==> src/bounded_stack_with_search_core_defines.svh <==
// assertion macros used by the stack controller
`ifndef BOUNDED_STACK_WITH_SEARCH_CORE_DEFINES_SVH
`define BOUNDED_STACK_WITH_SEARCH_CORE_DEFINES_SVH

// same-cycle implication, checked outside reset
`define BSWS_ASSERT_IMPL(lbl, clk, rstn, ante, cons) \
    lbl: assert property (@(posedge clk) disable iff (!(rstn)) (ante) |-> (cons)) \
        else $error("stack check failed");

// next-cycle implication, checked outside reset
`define BSWS_ASSERT_NEXT(lbl, clk, rstn, ante, cons) \
    lbl: assert property (@(posedge clk) disable iff (!(rstn)) (ante) |=> (cons)) \
        else $error("stack check failed");

`endif

==> src/bsws_pkg.sv <==
`timescale 1ns / 1ps

package bsws_pkg;

    localparam int DEFAULT_STACK_DEPTH = 256;
    localparam int DATA_W              = 32;

    localparam logic signed [DATA_W-1:0] NEG_ONE = -32'sd1;

    // requested operation of one item
    typedef enum logic [1:0] {
        ACT_PUSH   = 2'd0,
        ACT_POP    = 2'd1,
        ACT_SEARCH = 2'd2,
        ACT_CLEAR  = 2'd3
    } t_action;

    // controller states
    typedef enum logic [1:0] {
        ST_IDLE,
        ST_POP_RD,
        ST_SEARCH
    } t_state;

    // memory port strobes
    typedef struct packed {
        logic wr_en;
        logic rd_en;
    } t_mem_ctl;

    // one result item
    typedef struct packed {
        logic signed [DATA_W-1:0] popped_value;
        logic                     pop_was_empty;
        logic                     found;
        logic signed [DATA_W-1:0] top_value;
        logic                     is_empty;
        logic                     overflow;
    } t_result;

endpackage

==> src/bsws_ctrl.sv <==
`timescale 1ns / 1ps
`include "bounded_stack_with_search_core_defines.svh"

module bsws_ctrl
    import bsws_pkg::*;
#(
    parameter int STACK_DEPTH = DEFAULT_STACK_DEPTH,
    localparam int ADDR_W     = $clog2(STACK_DEPTH),
    localparam int FILL_W     = $clog2(STACK_DEPTH + 1)
) (
    input  logic                     i_clk,
    input  logic                     i_rst_n,
    // input item side
    input  logic                     i_in_valid,
    output logic                     o_in_ready,
    input  logic [1:0]               i_action,
    input  logic signed [DATA_W-1:0] i_value,
    // result slot
    input  logic                     i_out_free,
    output logic                     o_res_valid,
    output t_result                  o_res,
    // memory port
    output t_mem_ctl                 o_mem_ctl,
    output logic [ADDR_W-1:0]        o_waddr,
    output logic signed [DATA_W-1:0] o_wdata,
    output logic [ADDR_W-1:0]        o_raddr,
    input  logic signed [DATA_W-1:0] i_rdata
);

    t_state                   r_state, n_state;
    logic [FILL_W-1:0]        r_fill, n_fill;
    logic signed [DATA_W-1:0] r_top, n_top;
    logic signed [DATA_W-1:0] r_key, n_key;
    logic signed [DATA_W-1:0] r_popped, n_popped;
    logic [ADDR_W-1:0]        r_idx, n_idx;

    logic              accept;
    t_action           action;
    logic              is_empty_now;
    logic              is_full_now;
    logic [FILL_W-1:0] fill_m1;
    logic [FILL_W-1:0] fill_m2;
    logic              hit;
    logic              search_done;

    assign o_in_ready   = (r_state == ST_IDLE) && i_out_free;
    assign accept       = i_in_valid && o_in_ready;
    assign action       = t_action'(i_action);
    assign is_empty_now = (r_fill == '0);
    assign is_full_now  = (r_fill == FILL_W'(STACK_DEPTH));
    assign fill_m1      = r_fill - FILL_W'(1);
    assign fill_m2      = r_fill - FILL_W'(2);
    assign hit          = (i_rdata == r_key);
    assign search_done  = hit || (r_idx == '0);

    // next state
    always_comb begin
        n_state = r_state;
        case (r_state)
            ST_IDLE: begin
                if (accept) begin
                    case (action)
                        ACT_POP: begin
                            if (!is_empty_now && (fill_m1 != '0)) begin
                                n_state = ST_POP_RD;
                            end
                        end
                        ACT_SEARCH: begin
                            if (!is_empty_now) begin
                                n_state = ST_SEARCH;
                            end
                        end
                        default: begin
                            n_state = ST_IDLE;
                        end
                    endcase
                end
            end
            ST_POP_RD: begin
                n_state = ST_IDLE;
            end
            ST_SEARCH: begin
                if (search_done) begin
                    n_state = ST_IDLE;
                end
            end
            default: begin
                n_state = ST_IDLE;
            end
        endcase
    end

    // datapath, memory strobes and result
    always_comb begin
        o_mem_ctl   = '0;
        o_waddr     = r_fill[ADDR_W-1:0];
        o_wdata     = i_value;
        o_raddr     = '0;
        o_res_valid = 1'b0;
        o_res       = '0;
        o_res.top_value = is_empty_now ? NEG_ONE : r_top;
        o_res.is_empty  = is_empty_now;
        n_fill      = r_fill;
        n_top       = r_top;
        n_key       = r_key;
        n_popped    = r_popped;
        n_idx       = r_idx;
        case (r_state)
            ST_IDLE: begin
                if (accept) begin
                    case (action)
                        ACT_PUSH: begin
                            o_res_valid = 1'b1;
                            if (is_full_now) begin
                                o_res.overflow = 1'b1;
                            end else begin
                                o_mem_ctl.wr_en = 1'b1;
                                n_fill          = r_fill + FILL_W'(1);
                                n_top           = i_value;
                                o_res.top_value = i_value;
                                o_res.is_empty  = 1'b0;
                            end
                        end
                        ACT_POP: begin
                            if (is_empty_now) begin
                                o_res_valid         = 1'b1;
                                o_res.popped_value  = NEG_ONE;
                                o_res.pop_was_empty = 1'b1;
                            end else begin
                                n_fill   = fill_m1;
                                n_popped = r_top;
                                if (fill_m1 == '0) begin
                                    // last entry leaves
                                    o_res_valid        = 1'b1;
                                    o_res.popped_value = r_top;
                                    o_res.top_value    = NEG_ONE;
                                    o_res.is_empty     = 1'b1;
                                end else begin
                                    // fetch the entry below as the new top
                                    o_mem_ctl.rd_en = 1'b1;
                                    o_raddr         = fill_m2[ADDR_W-1:0];
                                end
                            end
                        end
                        ACT_SEARCH: begin
                            if (is_empty_now) begin
                                o_res_valid = 1'b1;
                            end else begin
                                // start the walk at the top entry
                                o_mem_ctl.rd_en = 1'b1;
                                o_raddr         = fill_m1[ADDR_W-1:0];
                                n_idx           = fill_m1[ADDR_W-1:0];
                                n_key           = i_value;
                            end
                        end
                        default: begin
                            // clear drops the count only
                            o_res_valid     = 1'b1;
                            n_fill          = '0;
                            o_res.top_value = NEG_ONE;
                            o_res.is_empty  = 1'b1;
                        end
                    endcase
                end
            end
            ST_POP_RD: begin
                o_res_valid        = 1'b1;
                n_top              = i_rdata;
                o_res.popped_value = r_popped;
                o_res.top_value    = i_rdata;
                o_res.is_empty     = 1'b0;
            end
            ST_SEARCH: begin
                // compare the entry read last cycle, fetch the next one down
                if (search_done) begin
                    o_res_valid = 1'b1;
                    o_res.found = hit;
                end else begin
                    o_mem_ctl.rd_en = 1'b1;
                    o_raddr         = r_idx - ADDR_W'(1);
                    n_idx           = r_idx - ADDR_W'(1);
                end
            end
            default: begin
                o_res_valid = 1'b0;
            end
        endcase
    end

    // control state
    always_ff @(posedge i_clk) begin
        if (!i_rst_n) begin
            r_state <= ST_IDLE;
            r_fill  <= '0;
        end else begin
            r_state <= n_state;
            r_fill  <= n_fill;
        end
    end

    // working values
    always_ff @(posedge i_clk) begin
        r_top    <= n_top;
        r_key    <= n_key;
        r_popped <= n_popped;
        r_idx    <= n_idx;
    end

    // checks
    `BSWS_ASSERT_IMPL(a_fill_bound, i_clk, i_rst_n, 1'b1, r_fill <= FILL_W'(STACK_DEPTH))
    `BSWS_ASSERT_IMPL(a_no_rw_overlap, i_clk, i_rst_n, o_mem_ctl.wr_en, !o_mem_ctl.rd_en)
    `BSWS_ASSERT_IMPL(a_walk_in_range, i_clk, i_rst_n, r_state == ST_SEARCH, r_idx < r_fill)
    `BSWS_ASSERT_IMPL(a_result_has_slot, i_clk, i_rst_n, o_res_valid, i_out_free)
    `BSWS_ASSERT_NEXT(a_pop_read_nonempty, i_clk, i_rst_n, r_state == ST_POP_RD,
                      r_state == ST_IDLE && r_fill != '0)

endmodule
==> config.mk <==
export PLATFORM = sky130hd
export DESIGN_NAME = bsws_ctrl
export DESIGN_NICKNAME = d
export VERILOG_FILES = /design/src/bsws_pkg.sv /design/src/bsws_ctrl.sv
export VERILOG_INCLUDE_DIRS = /design/src /design/src/src
export SDC_FILE = /design/constraint.sdc
export NUM_CORES = 1
export LEC_CHECK = 0
export ABC_AREA = 1
export BUFFER_PORTS_ARGS = -buffer_cell sky130_fd_sc_hd__buf_2
export CAP_MARGIN = 10
export CORE_MARGIN = 8
export CORE_UTILIZATION = 60
export CTS_BUF_LIST = sky130_fd_sc_hd__clkbuf_4 sky130_fd_sc_hd__clkbuf_8
export DETAILED_ROUTE_END_ITERATION = 7
export MAX_ROUTING_LAYER = met4
export PLACE_DENSITY = 0.88
export SLEW_MARGIN = 10
export SYNTH_ARGS = -nofsm -noshare
export SYNTH_HDL_FRONTEND = slang
export SYNTH_SLANG_ARGS = --single-unit
==> constraint.sdc <==
create_clock -name i_clk -period 10.1 [get_ports i_clk]
set_input_delay 2.02 -clock i_clk [delete_from_list [all_inputs] [get_ports i_clk]]
set_output_delay 2.02 -clock i_clk [all_outputs]
set_load 0.05 [all_outputs]
After elaboration in Yosys (flattened, before gate mapping)
Index checks and enable logic that the tools add are counted.
W data, S select, Z words.
Operators by class
  multiplexer cells: 60
  equality and inequality tests: 17
  $lt $le $gt $ge: 0
  reduce and logical (&&, ||, !) cells: 19
  add/subtract/negate cells: 4
  $mul: 0
  bitwise operators: 2
  shifts and indexed selects: 0
  div/mod/pow operators: 0
Operators by type and width (count)
  $mux W32: 6
  $mux W33: 5
  $pmux W32 S2: 2
  $pmux W33 S3: 1
  $mux W8: 9
  $pmux W33 S2: 1
  $pmux W8 S2: 3
  $mux W34: 1
  $eq A32 B32 Y1: 1
  $pmux W9 S3: 1
  $logic_not A9 Y1: 2
  $mux W1: 18
  $mux W9: 2
  $reduce_and A4 Y1: 4
  $ne A2 B2 Y1 const B: 7
  $mux W2: 5
  $reduce_and A5 Y1: 2
  $add A9 B1 Y9 const B: 1
  $eq A9 B9 Y1 const B: 1
  $reduce_bool A9 Y1: 1
  $sub A9 B1 Y9 const B: 1
  $logic_not A8 Y1: 1
  $pmux W2 S2: 2
  $sub A8 B1 Y8 const B: 1
  13 further kinds: 24
Storage, ports and cells
  output and inout bits: 120
  latch bits: 0
  memories kept: 0
  input port bits: 70
  memory bits (writable): 0
  bits in registers: 115
  bits in read-only memories: 0

Depth between registers and ports, before layout
  depth after elaboration: 7
  depth in mapped cells: 15

Least setup slack after synthesis
Ideal clock, no wire load.
  path type: input to register
  start point: input port i_out_free
  end point: register r_key[0], enable pin
  slack: 3135 ps
  arrival time: 6464 ps
  buffers on the path: 2
  required time: 9598 ps
  cell stages on the path: 6
  cell sequence: inv_1 nor2_1 nand2_1 clkbuf_1 clkbuf_1 nor4_1
Between the ends
  word-level cells in the longest chain between the ends: 3
RTL lines
  start: declaration: line bsws_ctrl.sv:19  | input logic i_out_free,
  $logic_and A1 B1 Y1: line bsws_ctrl.sv:46  | assign o_in_ready = (r_state == ST_IDLE) && i_out_free;
  via o_in_ready: line bsws_ctrl.sv:15  | output logic o_in_ready,
  $logic_and A1 B1 Y1: line bsws_ctrl.sv:47  | assign accept = i_in_valid && o_in_ready;
  $reduce_and A4 Y1 (no line)
  end signal: assignment: line bsws_ctrl.sv:204  | r_key <= n_key;
  end: declaration: line bsws_ctrl.sv:33  | logic signed [DATA_W-1:0] r_key, n_key;
The timed path passes the listed nets, and every way through them passes these cells.
A chain may end at the register's enable or synchronous reset.

==> run metrics <==
Comb pwr share=between 30% and 40%; #FFs+latches synth=115; Period minus WS final=roughly 6.5 ns; sw frac=between 40% and 50%; CTS root buf=clkbuf_8; Min-Delay Path Class=reg2reg; Seq pwr share=about two fifths; min-delay src=r_top[17]; Num CTS Buffers=17; Via-to-Cell Ratio=5.438; Initial DRT Pass Iterations=5; Post-Syn Instances=between 1k and 1.5k; Synth area leader=edfxtp_1; Worst Skew=0.01486 ns; Syn. warnings=0; Wirelength per Cell=roughly 16 microns; final hold vios=0; initial core utilization=between 60% and 70%; Clock Pin Slew Worst Setup and Hold Paths=around 0.070 ns; CP Buf/Inv Count=5; syn avg cell area=7.688 sq um; CP top delay family=buffers and inverters; PortBufs=~190; final WL=around 22 mm; HPWL Detailed=15.21 mm; grt total ovfl=0; ANT nets after route=0; Sw Pwr=0.5412 mW; cell area after synthesis=slightly below 8000 sq um; CORE AREA=between 10,000 and 15,000 sq um; crit-path max FO=21; outcome=completed; worst hold margin=0.4728 ns; Worst-Skew Late Latency=~0.45 ns; die area=16,840 sq um; drt drc=0; cts hold-fix bufs=0; TritonCTS clock tree=done; share of the synthesized area in the top cell type=40.22%; Synth area leaders=edfxtp_1 40%, nand2_1 13%, o21ai_0 9.2%; worst hold path depth=0; Worst-Margin Slew=roughly 1.2 ns; first-pass GRT wire length=between 30 and 40 mm; Worst setup SP type=input pin; Clock Tree Buf Depth=2; Nets=between 1k and 1.5k; crit-path cells=buf_2 > inv_1 > ha_1 > clkinv_1 > nand4_1 > buf_4 > o21ai_0 > nand3_1 > nand2_1 > nand2_1 > buf_2; vias in the first global route=around 6.8k; pwr/cell area=153.2 nW/um^2; VDD IR max=between 0.1 and 0.15 mV; CP Depth=11; die height=about 130 microns; num ports=190; critical path type=in2out; CP endpoint kind=output port; # Max-Cap Violations=0; post-CTS sizing=0; Max-slew headroom=between 20% and 30%; antenna cells=0; Worst path max stage delay=0.48 ns; Cell Int Power=approximately 0.81 mW; Setup TNS=0 ns; Die Width=129.8 microns; period utilisation layout=64.72%; Total Routing Usage GR=26.30%; Reg2Reg Launch Point=r_fill[0]; vias=7,205; P&R area growth vs syn=13.25%; final setup fails=0; DRT iter0 DRCs=approximately 950; Setup Buffers After CTS=0; Worst EP arrival=about 4.5 ns; Max Freq=153.0 MHz; CTS Sinks=approximately 120; syn_nets=between 1k and 1.5k; Worst Setup SP=i_action[1]; sequential area share after synthesis=43.06%; Worst EP required=roughly 8.1 ns; Clock Power Share=between 20% and 30%; layout cells sized above 1=about a quarter; P_leak=approximately 4.2 nW; Slew Viols, Final=0; RSZ-0062 raised after global routing=false; R2R depth=8; CTS H-tree depth=4; initial antenna violation count=0; pin count of the biggest net entering global routing=85; final RePlAce weighted congestion=approximately 0.94; Slowest-stage cell, CP=nand4_1; synth unique cells=34; # rows=41
==> registers in the layout (all words and copies together), names as in the netlist <==
name,count
r_state,2
r_top,32
r_fill,9
r_key,32
r_idx,8
r_popped,32
==> logic make-up (layout without fill, tap and decap cells) <==
| family | Yosys count | in the layout | share of synthesized area, % |
|---|---|---|---|
| xor+xnor | 26 | 26 | 2.933 |
| flops | 115 | 115 | 43.06 |
| compound gates | 213 | 213 | 15.52 |
| simple gates | 426 | 426 | 23.03 |
| fa+ha+maj | 13 | 13 | 2.095 |
| buf+inv | 217 | 360 | 13.37 |
==> power groups by stage <==
stage                     Clock (mW)  Sequential (mW)  Combinational (mW)
final                          0.342            0.551               0.455
after global routing           0.362            0.552               0.491
after CTS                      0.344            0.550               0.452
after detailed placement           0            0.561               0.450
after global placement             0            0.560               0.446
after floorplan                    0            0.557               0.358
==> synth_stat cells (all sizes together) <==
library cell / instances
xor2: 4
ha: 13
a22oi: 1
nor3: 4
o21ai: 185
nand4: 7
nand3: 58
xnor2: 22
a31oi: 3
nor2: 86
o22ai: 8
a21o: 1
o32ai: 2
clkinv: 2
buf: 64
edfxtp: 104
nor4: 5
dfxtp: 11
inv: 129
nand2: 262
a21oi: 13
or2: 4
clkbuf: 22
==> final cells by class <==
cell class                      count  area [sq um]
Fill cell                        1055          3826
Multi-Input combinational cell    678          3417
Sequential cell                   115          3343
Timing Repair Buffer              200          1036
Inverter                          131         491.7
Clock buffer                       18         241.5
Tap cell                          172         215.2
Clock inverter                     11         48.80
==> layer usage <==
layer | part of all wire [%] | track usage, % | up-vias
li1 | - | - | 3539
met1 | 42 | 32.79 | 3281
met2 | 48 | 42.63 | 354
met3 | 8.3 | 4.896 | 31
met4 | 1.7 | 8.402 | 0
met5 | 0 | - | -
==> worst reg2reg max path: stages (launching register included) <==
cell and delay (ns):
dfxtp_1 0.57, inv_1 0.21, ha_1 0.26, inv_1 0.13, nor4_2 0.07, inv_1 0.05
nand2_1 0.36, buf_8 0.33, o21ai_4 0.85
==> path summary, 6_finish.rpt <==
kind                                endpoint  slack (ns)
worst max-delay path               o_res[23]        3.56
worst min-delay path            r_popped[17]        0.47
worst max register to register     r_top[16]        6.84
worst min register to register  r_popped[17]        0.47
==> placed cells by master (no fill, tap or decap), types with 17 or more instances in the layout <==
| cell | n |
|---|---|
| buf_2 | 189 |
| clkbuf_8 | 17 |
| edfxtp_1 | 104 |
| inv_1 | 122 |
| nand2_1 | 262 |
| nand3_1 | 56 |
| nor2_1 | 76 |
| o21ai_0 | 141 |
| o21ai_2 | 30 |
| xnor2_1 | 22 |
==> metrics by stage <==
step	instances	power [mW]	area, sq um	utilization, %	setup WS (ns)
global route	1325	1.406	8793	69.68	3.374
finish	1325	1.348	8793	69.68	3.563
floorplan	1010	0.9146	7765	-	3.135
global placement	1295	1.006	8488	67.26	3.696
CTS	1324	1.347	8778	69.56	3.592
detailed placement	1295	1.011	8488	67.26	3.613
No activity file was read; power rests on OpenSTA's default activity.
